<file path="src/hw/rtl/cac_pkg.sv">
`default_nettype none
// ----------------------------------------------------------------------------
// cac_pkg
// Shared types and constants for the classification accuracy counter.
// ----------------------------------------------------------------------------
package cac_pkg;

  localparam int MAX_COLS   = 1024;
  localparam int DATA_WIDTH = 16;
  localparam int CFG_W      = 11;
  localparam int COL_W      = $clog2(MAX_COLS);
  localparam int CNT_W      = 16;
  localparam int FRAC_W     = CNT_W + 1;
  localparam int STEP_W     = $clog2(FRAC_W + 1);
  localparam int STATUS_W   = 2;

  localparam logic [CNT_W-1:0] COUNT_MAX = '1;

  // 0.5 in Q4.12
  localparam logic signed [DATA_WIDTH-1:0] HALF_Q = DATA_WIDTH'(1 << (DATA_WIDTH - 5));

  typedef enum logic [STATUS_W-1:0] {
    ST_OK       = 2'd0,
    ST_PARTIAL  = 2'd1,
    ST_OVERFLOW = 2'd2
  } status_e;

endpackage

`default_nettype wire

</file>
<file path="src/hw/rtl/cac_in_if.sv">
`default_nettype none
// ----------------------------------------------------------------------------
// cac_in_if
// Element-pair stream channel: one label/prediction pair per transfer.
// ----------------------------------------------------------------------------
interface cac_in_if;
  import cac_pkg::*;

  logic                         valid;
  logic                         ready;
  logic signed [DATA_WIDTH-1:0] true_value;
  logic signed [DATA_WIDTH-1:0] pred_value;
  logic                         last_of_batch;

  modport source (output valid, output true_value, output pred_value,
                  output last_of_batch, input ready);
  modport sink   (input valid, input true_value, input pred_value,
                  input last_of_batch, output ready);
endinterface

`default_nettype wire

</file>
<file path="src/hw/rtl/cac_out_if.sv">
`default_nettype none
// ----------------------------------------------------------------------------
// cac_out_if
// Batch result channel: counts, accuracy ratio and status per transfer.
// ----------------------------------------------------------------------------
interface cac_out_if;
  import cac_pkg::*;

  logic                  valid;
  logic                  ready;
  logic [CNT_W-1:0]      correct_count;
  logic [CNT_W-1:0]      row_count;
  logic [FRAC_W-1:0]     accuracy_frac;
  logic [STATUS_W-1:0]   status;

  modport source (output valid, output correct_count, output row_count,
                  output accuracy_frac, output status, input ready);
  modport sink   (input valid, input correct_count, input row_count,
                  input accuracy_frac, input status, output ready);
endinterface

`default_nettype wire

</file>
<file path="src/hw/rtl/classification_accuracy_counter.sv">
`default_nettype none
// ----------------------------------------------------------------------------
// classification_accuracy_counter
// Top-1 accuracy over a batch of label/prediction rows with a Q1.16 ratio.
// ----------------------------------------------------------------------------
// Elements are taken one per cycle while in_i.ready is high; running argmax
// and counts update in the transfer cycle. The last element of a batch closes
// it; the FSM then runs S_FIN, S_DIV (divider, on success only) and S_DONE,
// and in_i.ready stays low until the result is loaded.
// Reset is asynchronous, active low: num_cols = 1, all batch state cleared.
// ----------------------------------------------------------------------------
module classification_accuracy_counter import cac_pkg::*; (
  input  wire logic             clk_i,
  input  wire logic             rst_ni,
  input  wire logic             cfg_we_i,
  input  wire logic [CFG_W-1:0] cfg_wdata_i,
  cac_in_if.sink                in_i,
  cac_out_if.source             out_o
);

  typedef enum logic [3:0] {
    S_IDLE = 4'b0001,
    S_FIN  = 4'b0010,
    S_DIV  = 4'b0100,
    S_DONE = 4'b1000
  } state_e;

  state_e state_q, state_d;

  logic [CFG_W-1:0]             num_cols_q;
  logic [COL_W-1:0]             col_q, col_d;
  logic signed [DATA_WIDTH-1:0] bt_val_q, bt_val_d, bp_val_q, bp_val_d;
  logic [COL_W-1:0]             bt_idx_q, bt_idx_d, bp_idx_q, bp_idx_d;
  logic [CNT_W-1:0]             corr_q, corr_d, rows_q, rows_d;
  logic                         ovf_q, ovf_d;

  logic [CNT_W-1:0]             res_corr_q, res_corr_d, res_rows_q, res_rows_d;
  status_e                      res_status_q, res_status_d;

  logic                         out_valid_q, out_valid_d;
  logic [CNT_W-1:0]             out_corr_q, out_corr_d, out_rows_q, out_rows_d;
  logic [FRAC_W-1:0]            out_frac_q, out_frac_d;
  status_e                      out_status_q, out_status_d;

  logic [CFG_W-1:0]             cols_eff;
  logic                         thresh_mode, row_end, match, in_xfer, out_free;
  logic                         div_start, div_done;
  logic [FRAC_W-1:0]            div_quot;
  status_e                      fin_status;

  always_comb begin
    priority if (num_cols_q == '0) cols_eff = CFG_W'(1);
    else if (num_cols_q > CFG_W'(MAX_COLS)) cols_eff = CFG_W'(MAX_COLS);
    else cols_eff = num_cols_q;
  end

  assign thresh_mode = cols_eff == CFG_W'(1);
  assign in_i.ready  = state_q == S_IDLE;
  assign in_xfer     = in_i.valid && in_i.ready;
  assign out_free    = !out_valid_q || out_o.ready;

  always_comb begin
    priority if (col_q != '0 || rows_q == '0) fin_status = ST_PARTIAL;
    else if (ovf_q) fin_status = ST_OVERFLOW;
    else fin_status = ST_OK;
  end

  assign div_start = (state_q == S_FIN) && (fin_status == ST_OK);

  cac_div u_div (
    .clk_i   (clk_i),
    .rst_ni  (rst_ni),
    .start_i (div_start),
    .num_i   (corr_q),
    .den_i   (rows_q),
    .done_o  (div_done),
    .quot_o  (div_quot)
  );

  always_comb begin
    state_d      = state_q;
    col_d        = col_q;
    bt_val_d     = bt_val_q;
    bt_idx_d     = bt_idx_q;
    bp_val_d     = bp_val_q;
    bp_idx_d     = bp_idx_q;
    corr_d       = corr_q;
    rows_d       = rows_q;
    ovf_d        = ovf_q;
    res_corr_d   = res_corr_q;
    res_rows_d   = res_rows_q;
    res_status_d = res_status_q;
    out_valid_d  = out_valid_q && !out_o.ready;
    out_corr_d   = out_corr_q;
    out_rows_d   = out_rows_q;
    out_frac_d   = out_frac_q;
    out_status_d = out_status_q;
    row_end      = 1'b0;
    match        = 1'b0;

    unique case (state_q)
      S_IDLE: begin
        if (in_xfer) begin
          if (thresh_mode) begin
            col_d   = '0;
            row_end = 1'b1;
            match   = (in_i.true_value >= HALF_Q) == (in_i.pred_value >= HALF_Q);
          end else begin
            if (col_q == '0) begin
              bt_val_d = in_i.true_value;
              bt_idx_d = '0;
              bp_val_d = in_i.pred_value;
              bp_idx_d = '0;
            end else begin
              if (in_i.true_value > bt_val_q) begin
                bt_val_d = in_i.true_value;
                bt_idx_d = col_q;
              end
              if (in_i.pred_value > bp_val_q) begin
                bp_val_d = in_i.pred_value;
                bp_idx_d = col_q;
              end
            end
            row_end = (CFG_W'(col_q) + CFG_W'(1)) >= cols_eff;
            match   = bt_idx_d == bp_idx_d;
            col_d   = row_end ? '0 : col_q + COL_W'(1);
          end
          if (row_end) begin
            if (rows_q == COUNT_MAX) ovf_d = 1'b1;
            else rows_d = rows_q + CNT_W'(1);
            if (match && corr_q != COUNT_MAX) corr_d = corr_q + CNT_W'(1);
          end
          if (in_i.last_of_batch) state_d = S_FIN;
        end
      end
      S_FIN: begin
        res_corr_d   = corr_q;
        res_rows_d   = rows_q;
        res_status_d = fin_status;
        col_d        = '0;
        bt_val_d     = '0;
        bt_idx_d     = '0;
        bp_val_d     = '0;
        bp_idx_d     = '0;
        corr_d       = '0;
        rows_d       = '0;
        ovf_d        = 1'b0;
        state_d      = (fin_status == ST_OK) ? S_DIV : S_DONE;
      end
      S_DIV: begin
        if (div_done) state_d = S_DONE;
      end
      S_DONE: begin
        if (out_free) begin
          out_valid_d  = 1'b1;
          out_corr_d   = res_corr_q;
          out_rows_d   = res_rows_q;
          out_frac_d   = (res_status_q == ST_OK) ? div_quot : '0;
          out_status_d = res_status_q;
          state_d      = S_IDLE;
        end
      end
      default: state_d = S_IDLE;
    endcase
  end

  always_ff @(posedge clk_i or negedge rst_ni) begin
    if (!rst_ni) begin
      state_q     <= S_IDLE;
      num_cols_q  <= CFG_W'(1);
      col_q       <= '0;
      bt_val_q    <= '0;
      bt_idx_q    <= '0;
      bp_val_q    <= '0;
      bp_idx_q    <= '0;
      corr_q      <= '0;
      rows_q      <= '0;
      ovf_q       <= 1'b0;
      out_valid_q <= 1'b0;
    end else begin
      state_q     <= state_d;
      if (cfg_we_i) num_cols_q <= cfg_wdata_i;
      col_q       <= col_d;
      bt_val_q    <= bt_val_d;
      bt_idx_q    <= bt_idx_d;
      bp_val_q    <= bp_val_d;
      bp_idx_q    <= bp_idx_d;
      corr_q      <= corr_d;
      rows_q      <= rows_d;
      ovf_q       <= ovf_d;
      out_valid_q <= out_valid_d;
    end
  end

  always_ff @(posedge clk_i) begin
    res_corr_q   <= res_corr_d;
    res_rows_q   <= res_rows_d;
    res_status_q <= res_status_d;
    out_corr_q   <= out_corr_d;
    out_rows_q   <= out_rows_d;
    out_frac_q   <= out_frac_d;
    out_status_q <= out_status_d;
  end

  assign out_o.valid         = out_valid_q;
  assign out_o.correct_count = out_corr_q;
  assign out_o.row_count     = out_rows_q;
  assign out_o.accuracy_frac = out_frac_q;
  assign out_o.status        = out_status_q;

endmodule

`default_nettype wire

</file>
<file path="src/hw/rtl/cac_div.sv">
`default_nettype none
// ----------------------------------------------------------------------------
// cac_div
// Restoring divider, one quotient bit per cycle: floor(num * 2^16 / den).
// Requires num <= den; result holds until the next start.
// ----------------------------------------------------------------------------
module cac_div import cac_pkg::*; (
  input  wire logic              clk_i,
  input  wire logic              rst_ni,
  input  wire logic              start_i,
  input  wire logic [CNT_W-1:0]  num_i,
  input  wire logic [CNT_W-1:0]  den_i,
  output logic                   done_o,
  output logic [FRAC_W-1:0]      quot_o
);

  logic              busy_q, busy_d;
  logic              done_q, done_d;
  logic [STEP_W-1:0] cnt_q, cnt_d;
  logic [CNT_W:0]    rem_q, rem_d;
  logic [CNT_W-1:0]  den_q, den_d;
  logic [FRAC_W-1:0] quot_q, quot_d;
  logic              ge;
  logic [CNT_W:0]    rem_sub;

  assign ge      = rem_q >= {1'b0, den_q};
  assign rem_sub = ge ? (rem_q - {1'b0, den_q}) : rem_q;

  always_comb begin
    busy_d = busy_q;
    done_d = 1'b0;
    cnt_d  = cnt_q;
    rem_d  = rem_q;
    den_d  = den_q;
    quot_d = quot_q;
    if (start_i) begin
      busy_d = 1'b1;
      cnt_d  = STEP_W'(FRAC_W);
      rem_d  = {1'b0, num_i};
      den_d  = den_i;
      quot_d = '0;
    end else if (busy_q) begin
      rem_d  = {rem_sub[CNT_W-1:0], 1'b0};
      quot_d = {quot_q[FRAC_W-2:0], ge};
      cnt_d  = cnt_q - STEP_W'(1);
      if (cnt_q == STEP_W'(1)) begin
        busy_d = 1'b0;
        done_d = 1'b1;
      end
    end
  end

  always_ff @(posedge clk_i or negedge rst_ni) begin
    if (!rst_ni) begin
      busy_q <= 1'b0;
      done_q <= 1'b0;
      cnt_q  <= '0;
    end else begin
      busy_q <= busy_d;
      done_q <= done_d;
      cnt_q  <= cnt_d;
    end
  end

  always_ff @(posedge clk_i) begin
    rem_q  <= rem_d;
    den_q  <= den_d;
    quot_q <= quot_d;
  end

  assign done_o = done_q;
  assign quot_o = quot_q;

endmodule

`default_nettype wire

</file>
<file path="src/flat_wrapper.sv">
// flat-port wrapper written by rule: the top's interface ports become plain ports
module classification_accuracy_counter_flat import cac_pkg::*;
  (clk_i, rst_ni, cfg_we_i, cfg_wdata_i, in_i_valid, in_i_true_value, in_i_pred_value, in_i_last_of_batch, in_i_ready, out_o_valid, out_o_correct_count, out_o_row_count, out_o_accuracy_frac, out_o_status, out_o_ready);
  cac_in_if in_i_i ();
  cac_out_if out_o_i ();
  input  wire logic clk_i;
  input  wire logic rst_ni;
  input  wire logic cfg_we_i;
  input  wire logic [CFG_W-1:0] cfg_wdata_i;
  input wire logic [$bits(in_i_i.valid)-1:0] in_i_valid;
  input wire logic [$bits(in_i_i.true_value)-1:0] in_i_true_value;
  input wire logic [$bits(in_i_i.pred_value)-1:0] in_i_pred_value;
  input wire logic [$bits(in_i_i.last_of_batch)-1:0] in_i_last_of_batch;
  output wire logic [$bits(in_i_i.ready)-1:0] in_i_ready;
  output wire logic [$bits(out_o_i.valid)-1:0] out_o_valid;
  output wire logic [$bits(out_o_i.correct_count)-1:0] out_o_correct_count;
  output wire logic [$bits(out_o_i.row_count)-1:0] out_o_row_count;
  output wire logic [$bits(out_o_i.accuracy_frac)-1:0] out_o_accuracy_frac;
  output wire logic [$bits(out_o_i.status)-1:0] out_o_status;
  input wire logic [$bits(out_o_i.ready)-1:0] out_o_ready;
  assign in_i_i.valid = in_i_valid;
  assign in_i_i.true_value = in_i_true_value;
  assign in_i_i.pred_value = in_i_pred_value;
  assign in_i_i.last_of_batch = in_i_last_of_batch;
  assign in_i_ready = in_i_i.ready;
  assign out_o_valid = out_o_i.valid;
  assign out_o_correct_count = out_o_i.correct_count;
  assign out_o_row_count = out_o_i.row_count;
  assign out_o_accuracy_frac = out_o_i.accuracy_frac;
  assign out_o_status = out_o_i.status;
  assign out_o_i.ready = out_o_ready;
  classification_accuracy_counter u_core (.clk_i(clk_i), .rst_ni(rst_ni), .cfg_we_i(cfg_we_i), .cfg_wdata_i(cfg_wdata_i), .in_i(in_i_i), .out_o(out_o_i));
endmodule
</file>
<file path="config.mk">
export PLATFORM = sky130hd
export DESIGN_NAME = classification_accuracy_counter_flat
export DESIGN_NICKNAME = d
export VERILOG_FILES = /design/src/hw/rtl/cac_pkg.sv /design/src/hw/rtl/cac_in_if.sv /design/src/hw/rtl/cac_out_if.sv /design/src/hw/rtl/classification_accuracy_counter.sv /design/src/hw/rtl/cac_div.sv /design/src/flat_wrapper.sv
export SDC_FILE = /design/constraint.sdc
export NUM_CORES = 1
export LEC_CHECK = 0
export BUFFER_PORTS_ARGS = -buffer_cell sky130_fd_sc_hd__clkbuf_2
export CAP_MARGIN = 20
export CORE_MARGIN = 5
export CORE_UTILIZATION = 39
export CTS_CLUSTER_DIAMETER = 30
export DETAILED_ROUTE_END_ITERATION = 7
export GPL_ROUTABILITY_DRIVEN = 0
export PLACE_DENSITY = 0.6
export SLEW_MARGIN = 5
export SYNTH_ARGS = -nofsm -noshare
export SYNTH_HDL_FRONTEND = slang
export SYNTH_SLANG_ARGS = --single-unit
</file>
<file path="constraint.sdc">
create_clock -name clk_i -period 3.9 [get_ports clk_i]
set_input_delay 0.195 -clock clk_i [delete_from_list [all_inputs] [get_ports clk_i]]
set_output_delay 0.195 -clock clk_i [all_outputs]
set_load 0.005 [all_outputs]
</file>
==> results of run 1 <==
## power breakdown
group / internal, W / switching [W]
Clock: 0.00391 / 0.00163
Combinational: 0.00104 / 0.00130
Sequential: 0.00313 / 0.000250
Total: 0.00808 / 0.00318
## worst register-to-register path: stages, from the launching register on
cell     delay [ns]
dfrtp_1        0.35
inv_1          0.05
ha_1           0.31
nand4_1        0.14
or4_4          0.52
o21a_1         0.19
o31a_2         0.13
nor2_4         0.25
buf_12         0.15
mux2i_1        0.17
a31oi_1        0.10
o21ai_0        0.34
a31oi_4        0.20
buf_12         0.19
or4_1          0.49
a21oi_2        0.14
## final cells by class
class / instances / area, um2
Clock buffer: 74 / 1630
Clock inverter: 41 / 679
Fill cell: 2780 / 15000
Inverter: 73 / 274
Multi-Input combinational cell: 789 / 5220
Sequential cell: 253 / 6830
Tap cell: 402 / 503
Timing Repair Buffer: 187 / 1350
## worst paths after layout
| kind | to | depth (start not counted) | from |
|---|---|---|---|
| worst max-delay path | u_core.corr_q[6]$_DFFE_PN0P_ | 15 | u_core.bp_val_q[11]$_DFFE_PN0P_ |
| worst min-delay path | u_core.out_o.valid$_DFF_PN0_ | 3 | out_o_ready |
| worst max register to register | u_core.corr_q[6]$_DFFE_PN0P_ | 15 | u_core.bp_val_q[11]$_DFFE_PN0P_ |
| worst min register to register | u_core.out_o.row_count[3]$_DFFE_PP_ | 0 | u_core.res_rows_q[3]$_DFFE_PP_ |
| max in group asynchronous | u_core.corr_q[8]$_DFFE_PN0P_ | 3 | rst_ni |
| min in group asynchronous | u_core.bt_val_q[2]$_DFFE_PN0P_ | 2 | rst_ni |
## metrics by stage
step / cells / TNS [ns] / setup slack (ns)
after floorplan: 1169 / 0 / 0.0906
after global placement: 1651 / 0 / 0.100
after detailed placement: 1651 / 0 / 0.0169
after CTS: 1813 / 0 / 0.0551
after global routing: 1819 / -0.492 / -0.0837
final: 1819 / 0 / 0.101
## cells in the mapped netlist, drive strengths merged (3+ instances only)
cell    instances
nor4           16
o31a            3
nand4          17
or4             3
inv            72
a32o            9
dfrtp         116
o31ai           7
o21ai          73
nor2b          14
a21oi          67
buf            12
or2            15
ha             66
o21a            4
and2           25
mux2           11
xor2           18
mux2i          30
nand2b          9
nor3           15
o22ai           3
and3           17
a21o            7
a31oi           7
clkbuf         42
or3            17
edfxtp        117
a22o           20
nor4b           3
nand3          29
nand2         132
nand3b          4
dfxtp          18
a21boi          4
nor2           87
o211ai          3
xnor2          26
## registers in the layout, summed over array words and instances (netlist names), 2 cells and up
| register | cells |
|---|---|
| u_core.bp_idx_q | 10 |
| u_core.bp_val_q | 16 |
| u_core.bt_idx_q | 10 |
| u_core.bt_val_q | 16 |
| u_core.col_q | 10 |
| u_core.corr_q | 16 |
| u_core.num_cols_q | 11 |
| u_core.out_o.accuracy_frac | 17 |
| u_core.out_o.correct_count | 16 |
| u_core.out_o.row_count | 16 |
| u_core.out_o.status | 2 |
| u_core.res_corr_q | 16 |
| u_core.res_rows_q | 16 |
| u_core.res_status_q | 2 |
| u_core.rows_q | 16 |
| u_core.state_q | 4 |
| u_core.u_div.cnt_q | 5 |
| u_core.u_div.den_q | 16 |
| u_core.u_div.quot_o | 17 |
| u_core.u_div.rem_q | 17 |
## placed cells by master, fill, tap and decap left out, drive strengths merged, types with 7 or more instances in the layout
master       instances
nand3               29
a21o                 7
nor2                87
xnor2               26
dfxtp               18
dlygate4sd3         47
buf                 38
or3                 17
inv                 79
nor4                16
and3                17
nand2b               9
dfrtp              116
o21ai               73
and2                25
or2                 15
nor3                15
a31oi                7
ha                  66
bufinv              14
edfxtp             117
mux2                11
a22o                20
xor2                18
o31ai                7
clkbuf             176
a32o                 9
nand2              132
nand4               17
nor2b               14
clkinv              18
mux2i               30
a21oi               67
## repair_timing
| action | CTS | global route |
|---|---|---|
| hold buffers | 47 | 0 |
| gates cloned | 0 | 1 |
| hold endpoints to repair | 109 | 0 |
| gates resized for setup | 1 | 18 |
| pin swaps | 0 | 7 |
| setup endpoints to repair | 1 | 16 |
| setup buffers | 0 | 5 |
## routing by layer
layer,wire length (um),GRT usage (%),part of all wire [%],vias to the layer above
li1,-,-,-,4598
met1,12300,19.5,44,4380
met2,13800,26.7,49,202
met3,1320,3.24,4.7,52
met4,566,4.96,2.0,0
met5,0,0,0,-
## cell families after synthesis
family / after synthesis / synth area share, %
compound gates: 229 / 11.7
xor+xnor: 44 / 3.10
fa+ha+maj: 67 / 6.81
buf+inv: 127 / 4.02
flops: 253 / 54.9
mux: 41 / 3.41
simple gates: 408 / 16.0
==> flow_metrics.py, run 1 <==
metrics = {
    "synthesis": {
        "synth.top_cell.area_share_pct": 28.3,
        "netlist_area_mm2": 0.0124,
        "synth_area_leaders": "edfxtp_1 (28%), dfrtp_1 (23%), ha_1 (6.6%), nand2_1 (4.0%), dfxtp_1 (2.9%)",
        "seq_area_frac_synth_pct": 54.9,
        "ys_warn_count": 0,
        "ys_ff_latch": 253,
        "yosys.cell_types.count": 71,
        "synth_nets": 1285,
        "avgSynthCellArea_um2": 10.6,
        "synthArstFlopShare_pct": 46.6,
        "synth-edff-count": 117,
        "syn-instance-count": 1169,
        "synth_top_cell_by_area": "edfxtp_1",
        "synth_ff_type": "edfxtp_1",
    },
    "clock_tree": {
        "cts_root_buf": "clkbuf_16",
        "clkTransAtPathRegs_ns": 0.05,
        "cts.sinks": 253,
        "cts_buffers": 61,
        "htreeDepth": 2,
        "worst_skew_pair.late_latency_ns": 0.58,
        "clk_path_buf_depth": 3,
        "cts_tree": "yes",
    },
    "timing": {
        "hold_viol": 0,
        "min_period_ns": 3.80,
        "slew_viol_final": 0,
        "hold_slack_ns": 0.0197,
        "rsz0062_at_grt": "yes",
        "worstMarginPinSlew_ns": 0.972,
        "max_freq_mhz": 263,
        "fin_crit_sh_pct": 97.4,
        "relSlewSlack_pct": 34.8,
        "setup_violations": 0,
        "clock_skew_ns": 0.0497,
    },
    "pwr": {
        "p_leak_nw": 7.17,
        "p_total_w": 0.0113,
        "ir_drop_v": 0.000428,
        "power.density_mw_per_mm2": 683,
    },
    "finish": {
        "diodes": 0,
        "design_area_mm2": 0.0165,
        "nNetsFinal": 1481,
        "drive_above_1_share_pct": 21.2,
        "syn_to_final_growth_pct": 32.6,
        "fin_util_pct": 52.4,
    },
    "setup_path": {
        "cp_max_fo": 16,
        "path_cells": "inv_1 -> ha_1 -> nand4_1 -> or4_4 -> o21a_1 -> o31a_2 -> nor2_4 -> buf_12 -> mux2i_1 -> a31oi_1 -> o21ai_0 -> a31oi_4 -> buf_12 -> or4_1 -> a21oi_2",
        "r2r_slack_ns": 0.10,
        "crit_buf_inv": 3,
        "cp_slowest_cell": "or4_4",
        "cpPeakStageDelay_ns": 0.52,
        "critPathLaunchType": "flip-flop",
        "path_class": "flip-flop to flip-flop",
        "setup.worst_path.end_class": "flip-flop",
        "arrival_ns": 4.30,
        "cpLargestDelayFamily": "simple AND/OR/NAND/NOR gates",
        "crit_path_frequent_cell": "buf_12",
        "critPathRequiredTime_ns": 4.40,
    },
    "die": {
        "io_pins": 102,
        "chipHeight_um": 189,
        "die_x_um": 189,
        "dieArea_mm2": 0.0355,
        "initial_core_util_pct": 39.5,
        "core_mm2": 0.0315,
        "fp-row-count": 65,
    },
    "grt": {
        "grt_first_pass_wirelength_um": 46200,
        "grt_pass1_vias": 9307,
        "grt_overflow": 0,
        "antenna_found_initial": 0,
        "grt_usage_pct": 15.5,
        "grt_max_degree": 68,
    },
    "detailed_routing": {
        "firstDrtPassIters": 5,
        "wl_um": 28000,
        "drc": 0,
        "drt_iter0_markers": 404,
        "post_drt_wl_per_cell_um": 15.4,
        "ant_nets": 0,
        "vias": 9232,
        "viasPerCell": 5.08,
    },
    "placement": {
        "io_buffers": 101,
        "dpl.hpwl_um": 18400,
        "placed_area_mm2": 0.0135,
    },
    "hold_path": {
        "hp-class": "input port to flip-flop",
    },
    "outcome": {
        "outcome": "finished, final reports clean",
    },
    "flow_run": {
        "cap_violations": 0,
    },
}
Note: power is estimated with default switching activity, not from simulation.
==> run 2: changes to the inputs <==
- BUFFER_PORTS_ARGS: -buffer_cell sky130_fd_sc_hd__clkbuf_2 -> -buffer_cell sky130_fd_sc_hd__buf_2
- CTS_BUF_LIST: unset -> sky130_fd_sc_hd__clkbuf_8
==> run 2 against run 1 <==
Effect of this change: worst hold slack better by 0.061 ns; largest power group is now registers; sequential power hardly changed; maximum frequency is 0.83% higher; via count is 0.25% higher; core utilization is 3.0 points lower; worst setup slack better by 0.031 ns; final cell count is 0.11% lower; flip-flop and latch count stayed put; final area is 5.8% lower; sequential share of layout area is 2.6 points higher; first-iteration DRC count is 37% higher; critical path depth is 2 higher.
==> flow_metrics.py, run 2 (same netlist as run 1, synthesis figures left out) <==
metrics = {
    "die": {
        "chipHeight_um": 189,
        "initial_core_util_pct": 39.5,
        "io_pins": 102,
        "dieArea_mm2": 0.0355,
        "core_mm2": 0.0315,
        "fp-row-count": 65,
        "die_x_um": 189,
    },
    "clock_tree": {
        "cts_setup_buffers": 0,
        "htreeDepth": 2,
        "clk_path_buf_depth": 3,
        "cts.sinks": 253,
        "cts_buffers": 58,
        "cts_root_buf": "clkbuf_8",
        "cts_tree": "yes",
        "worst_skew_pair.late_latency_ns": 0.61,
        "clkTransAtPathRegs_ns": 0.05,
    },
    "detailed_routing": {
        "viasPerCell": 5.09,
        "vias": 9255,
        "wl_um": 27600,
        "ant_nets": 0,
        "drc": 0,
        "drt_iter0_markers": 555,
        "post_drt_wl_per_cell_um": 15.2,
        "firstDrtPassIters": 5,
    },
    "finish": {
        "nNetsFinal": 1481,
        "final_cells": 1817,
        "final-seq-area_mm2": 0.00683,
        "multi_input_area_mm2": 0.00521,
        "fillCellCount": 2923,
        "layout_commonest_cell": "nand2_1",
        "drive_above_1_share_pct": 20.4,
        "final_cell_mix": "nand2_1 (131), edfxtp_1 (117), dfrtp_1 (114)",
        "diodes": 0,
        "syn_to_final_growth_pct": 24.9,
    },
    "setup_path": {
        "setup.worst_path.end_class": "flip-flop",
        "reg2reg_to": "u_core.corr_q[6]$_DFFE_PN0P_",
        "critPathLaunchType": "flip-flop",
        "cp_max_fo": 16,
        "r2r_cells": 17,
        "path_class": "flip-flop to flip-flop",
        "arrival_ns": 4.28,
        "rr_startpoint": "u_core.col_q[0]$_DFFE_PN0P_",
        "critPathRequiredTime_ns": 4.41,
        "r2r_slack_ns": 0.13,
    },
    "grt": {
        "grt_usage_pct": 15.4,
        "grt_overflow": 0,
        "globalRouteMet3Util_pct": 3.02,
        "met1_usage_pct": 19.2,
        "busiest_layer": "met2",
        "grt_max_degree": 65,
        "grt_pass1_vias": 9562,
        "antenna_found_initial": 0,
        "grt_util_met2_pct": 27.0,
        "grt_first_pass_wirelength_um": 46200,
    },
    "pwr": {
        "power_frac_comb_pct": 25.4,
        "switching_power_w": 0.00284,
        "p_leak_nw": 6.72,
        "power.switching_fraction_pct": 31.4,
        "p_seq_share_pct": 37.4,
        "clockPowerShare_pct": 37.2,
        "internal_power_w": 0.00621,
        "power.density_mw_per_mm2": 583,
        "p_total_w": 0.00906,
        "ir_drop_v": 0.000292,
    },
    "timing": {
        "setup_violations": 0,
        "max_freq_mhz": 265,
        "clock_skew_ns": 0.0384,
        "slew_viol_final": 0,
        "hold_viol": 0,
        "worstMarginPinSlew_ns": 0.993,
        "relSlewSlack_pct": 33.6,
        "fin_crit_sh_pct": 96.6,
        "min_period_ns": 3.77,
        "rsz0062_at_grt": "yes",
    },
    "hold_path": {
        "min-delay-start": "cfg_we_i",
        "holdPathStages": 2,
        "hold_end": "u_core.num_cols_q[6]$_DFFE_PN0P_",
        "hp-class": "input port to flip-flop",
    },
    "placement": {
        "io_buffers": 101,
        "dpl.hpwl_um": 18500,
        "placedCellCount": 1653,
    },
    "outcome": {
        "outcome": "finished, final reports clean",
    },
    "flow_run": {
        "cap_violations": 0,
    },
}
## run 2: cell types whose count changed in the layout (fill, tap and decap cells not counted), sizes merged
cell / previous run / this run
nor2: 87 / 88
clkinv: 18 / 19
clkinvlp: 3 / 9
clkbuf: 176 / 64
buf: 38 / 136
inv: 79 / 84
bufinv: 14 / 8
dlygate4sd3: 47 / 52
## run 2: critical path, cell delays in order, from the launching register on
cell and delay (ns):
dfrtp_2 0.42, ha_2 0.20, nand3_1 0.14, nor2_2 0.14
nand3_1 0.13, xnor2_2 0.18, ha_1 0.29, nor2b_1 0.11
o21ai_0 0.08, nand2b_1 0.08, a221oi_1 0.09, buf_4 0.19
a221o_1 0.38, a2111oi_4 0.27, a31oi_4 0.18, buf_12 0.19
or4_1 0.46, a21oi_1 0.16
## run 2: worst max-delay path by stage
stage,from,to,slack [ns],cells past startpoint
after floorplan,u_core.state_q[1]$_DFFE_PN0P_,u_core.out_o.accuracy_frac[0]$_SDFFCE_PP0P_,0.09,3
after global placement,u_core.bp_val_q[11]$_DFFE_PN0P_,u_core.corr_q[6]$_DFFE_PN0P_,0.08,15
after detailed placement,u_core.col_q[0]$_DFFE_PN0P_,u_core.corr_q[6]$_DFFE_PN0P_,-0.04,17
after CTS,u_core.col_q[1]$_DFFE_PN0P_,u_core.corr_q[6]$_DFFE_PN0P_,0.01,17
after global routing,u_core.col_q[0]$_DFFE_PN0P_,u_core.corr_q[6]$_DFFE_PN0P_,-0.03,17
final,u_core.col_q[0]$_DFFE_PN0P_,u_core.corr_q[6]$_DFFE_PN0P_,0.13,17
## run 2: metal layers
metal | wire (um) | vias to the layer above | share of wire [%]
li1 | - | 4595 | -
met4 | 702 | 0 | 2.5
met5 | 0 | - | 0
met1 | 11900 | 4407 | 43
met2 | 13600 | 193 | 49
met3 | 1430 | 60 | 5.2
## run 2: through the flow
step                      setup slack, ns  hold slack, ns  util [%]  cell area [um2]  TNS [ns]
after floorplan                    0.0906          -0.101         -            12400         0
after global routing              -0.0281          0.0787      49.3            15500   -0.0281
after global placement             0.0838           0.315      43.0            13500         0
final                               0.132          0.0802      49.3            15500         0
after detailed placement          -0.0380           0.316      43.0            13500   -0.0380
after CTS                          0.0146          0.0517      49.0            15400         0
## run 2: cell type report
cell class | count | area share [%]
clock inverter | 47 | 3.07
multi-input combinational | 790 | 33.5
tap | 402 | 3.24
timing repair buffer | 189 | 8.80
inverter | 73 | 1.76
clock buffer | 63 | 5.58
sequential | 253 | 44.0
## run 2: power by group through the flow
| stage | Clock (W) | Combinational (W) | Sequential (W) |
|---|---|---|---|
| detailed placement | 0 | 0.00217 | 0.00342 |
| CTS | 0.00346 | 0.00224 | 0.00338 |
| floorplan | 0 | 0.00162 | 0.00334 |
| global placement | 0 | 0.00212 | 0.00341 |
| global route | 0.00359 | 0.00262 | 0.00343 |
| finish | 0.00337 | 0.00230 | 0.00338 |
## run 2: what timing repair did
action	CTS	global route
hold buffers	52	0
resized for setup	2	15
cloned	0	2
endpoints found under the setup margin	1	14
pin swaps	0	7
hold endpoints to repair	101	0
==> run 3: changes to the inputs <==
- GPL_TIMING_DRIVEN: unset -> 0
==> run 3 against run 2 <==
Effect of this change: clock power rose by 16%; worst hold slack got worse by 0.028 ns; critical path depth did not move; total power rose by 6.8%; die area did not move; via count rose by 2.3%; clock-buffer cell count rose by 10; core utilization rose by 0.87 points; critical path type unchanged.
==> flow_metrics.py, run 3 (same netlist as run 1, synthesis figures left out) <==
metrics = {
    "outcome": {
        "outcome": "finished, final reports clean",
    },
    "pwr": {
        "power.switching_fraction_pct": 30.8,
        "ir_drop_v": 0.000380,
        "clockPowerShare_pct": 40.5,
        "power_frac_comb_pct": 24.2,
        "p_seq_share_pct": 35.3,
        "p_total_w": 0.00967,
        "switching_power_w": 0.00298,
        "power.density_mw_per_mm2": 612,
        "internal_power_w": 0.00669,
        "p_leak_nw": 6.80,
    },
    "grt": {
        "grt_max_degree": 64,
        "antenna_found_initial": 0,
        "grt_pass1_vias": 9780,
        "grt_first_pass_wirelength_um": 48200,
        "grt_usage_pct": 16.3,
        "grt_overflow": 0,
    },
    "finish": {
        "fillCellCount": 2852,
        "diodes": 0,
        "multi_input_area_mm2": 0.00524,
        "layout_commonest_cell": "nand2_1",
        "nNetsFinal": 1511,
        "syn_to_final_growth_pct": 27.1,
        "design_area_mm2": 0.0158,
        "final_cell_mix": "nand2_1 (131), edfxtp_1 (117), dfrtp_1 (112)",
        "drive_above_1_share_pct": 20.2,
        "fin_util_pct": 50.2,
        "final-seq-area_mm2": 0.00683,
    },
    "clock_tree": {
        "htreeDepth": 3,
        "cts_root_buf": "clkbuf_8",
        "worst_skew_pair.late_latency_ns": 0.57,
        "clk_path_buf_depth": 3,
        "cts_buffers": 68,
        "cts.sinks": 253,
        "cts_tree": "yes",
        "clkTransAtPathRegs_ns": 0.05,
    },
    "setup_path": {
        "critPathRequiredTime_ns": 4.31,
        "critPathLaunchType": "flip-flop",
        "reg2reg_to": "u_core.corr_q[11]$_DFFE_PN0P_",
        "r2r_cells": 17,
        "timing.critical_path.from": "u_core.bp_val_q[9]$_DFFE_PN0P_",
        "arrival_ns": 4.18,
        "cp-endpoint": "u_core.corr_q[11]$_DFFE_PN0P_",
        "r2r_slack_ns": 0.14,
        "setup.worst_path.end_class": "flip-flop",
        "cp_max_fo": 10,
        "path_class": "flip-flop to flip-flop",
        "rr_startpoint": "u_core.bp_val_q[9]$_DFFE_PN0P_",
    },
    "detailed_routing": {
        "wl_um": 28800,
        "drc": 0,
        "drt_iter0_markers": 546,
        "ant_nets": 0,
        "vias": 9472,
        "firstDrtPassIters": 7,
        "post_drt_wl_per_cell_um": 15.5,
        "viasPerCell": 5.12,
    },
    "timing": {
        "min_period_ns": 3.76,
        "fin_tns_setup_ns": 0,
        "clock_skew_ns": 0.0326,
        "relSlewSlack_pct": 51.6,
        "slew_viol_final": 0,
        "worstMarginPinSlew_ns": 0.724,
        "max_freq_mhz": 266,
        "hold_viol": 0,
        "fin_crit_sh_pct": 96.5,
        "setup_ws_ns": 0.135,
        "setup_violations": 0,
    },
    "die": {
        "chipHeight_um": 189,
        "initial_core_util_pct": 39.5,
        "io_pins": 102,
        "dieArea_mm2": 0.0355,
        "core_mm2": 0.0315,
        "die_x_um": 189,
        "fp-row-count": 65,
    },
    "placement": {
        "dpl.hpwl_um": 19700,
        "pre_cts_slack_ns": -0.574,
        "io_buffers": 101,
        "placed_area_mm2": 0.0135,
    },
    "hold_path": {
        "holdPathStages": 3,
        "hp-class": "input port to flip-flop",
    },
    "flow_run": {
        "cap_violations": 0,
    },
}
## run 3: cell type report
class | count | share of cell area (%)
Inverter | 73 | 1.73
Multi-Input combinational cell | 789 | 33.2
Tap cell | 402 | 3.18
Clock buffer | 73 | 6.36
Buffer | 50 | 1.48
Clock inverter | 51 | 3.68
Sequential cell | 253 | 43.2
Timing Repair Buffer | 160 | 7.15
## run 3: how the worst min path moves through the flow
| stage | from | to | slack (ns) |
|---|---|---|---|
| 4_1_cts | in_i_valid | u_core.ovf_q$_DFFE_PN0P_ | 0.007 |
| 2_1_floorplan | rst_ni | u_core.bp_idx_q[0]$_DFFE_PN0P_ | -0.10 |
| 3_5_place_dp | rst_ni | u_core.bt_val_q[6]$_DFFE_PN0P_ | 0.21 |
| 5_1_grt | in_i_valid | u_core.ovf_q$_DFFE_PN0P_ | 0.05 |
| 6_report | in_i_valid | u_core.ovf_q$_DFFE_PN0P_ | 0.05 |
| 3_3_place_gp | u_core.res_rows_q[9]$_DFFE_PP_ | u_core.out_o.row_count[9]$_DFFE_PP_ | 0.41 |
## run 3: layer usage
| layer | up-vias | share of wire [%] | track usage [%] |
|---|---|---|---|
| li1 | 4643 | - | - |
| met1 | 4524 | 43 | 20.4 |
| met2 | 247 | 49 | 27.8 |
| met3 | 58 | 5.4 | 4.00 |
| met4 | 0 | 2.4 | 5.13 |
| met5 | - | 0 | 0 |
## run 3: power by group through the flow
stage               logic [W]  clock network [W]  registers, W
finish                0.00234            0.00392       0.00341
detailed placement    0.00215                  0       0.00341
global placement      0.00208                  0       0.00341
CTS                   0.00218            0.00402       0.00340
global route          0.00263            0.00416       0.00346
floorplan             0.00162                  0       0.00334
## run 3: timing repair
action	in CTS	in global routing
setup endpoints to repair	28	27
pin swaps	2	11
buffers inserted	2	1
hold endpoints to repair	101	0
resized for setup	7	40
hold buffers	50	0
## run 3: worst max-delay path, stage by stage, from the launching register on
cell and delay, ns:
dfrtp_1 0.36, inv_1 0.05, ha_1 0.29, nand4_1 0.13, or4_4 0.52, a21oi_2 0.17, o31a_2 0.22, nor2_4 0.06
buf_6 0.16, buf_4 0.18, a21oi_1 0.12, nor4_1 0.07, nor4_2 0.45, a31oi_4 0.20, buf_6 0.18, clkbuf_4 0.19
o21ai_0 0.17, a21oi_1 0.09
## run 3: stage by stage
stage	hold slack, ns	std cells
2_1_floorplan	-0.101	1169
3_3_place_gp	0.405	1672
5_1_grt	0.0538	1851
4_1_cts	0.00741	1851
6_report	0.0523	1851
3_5_place_dp	0.214	1678
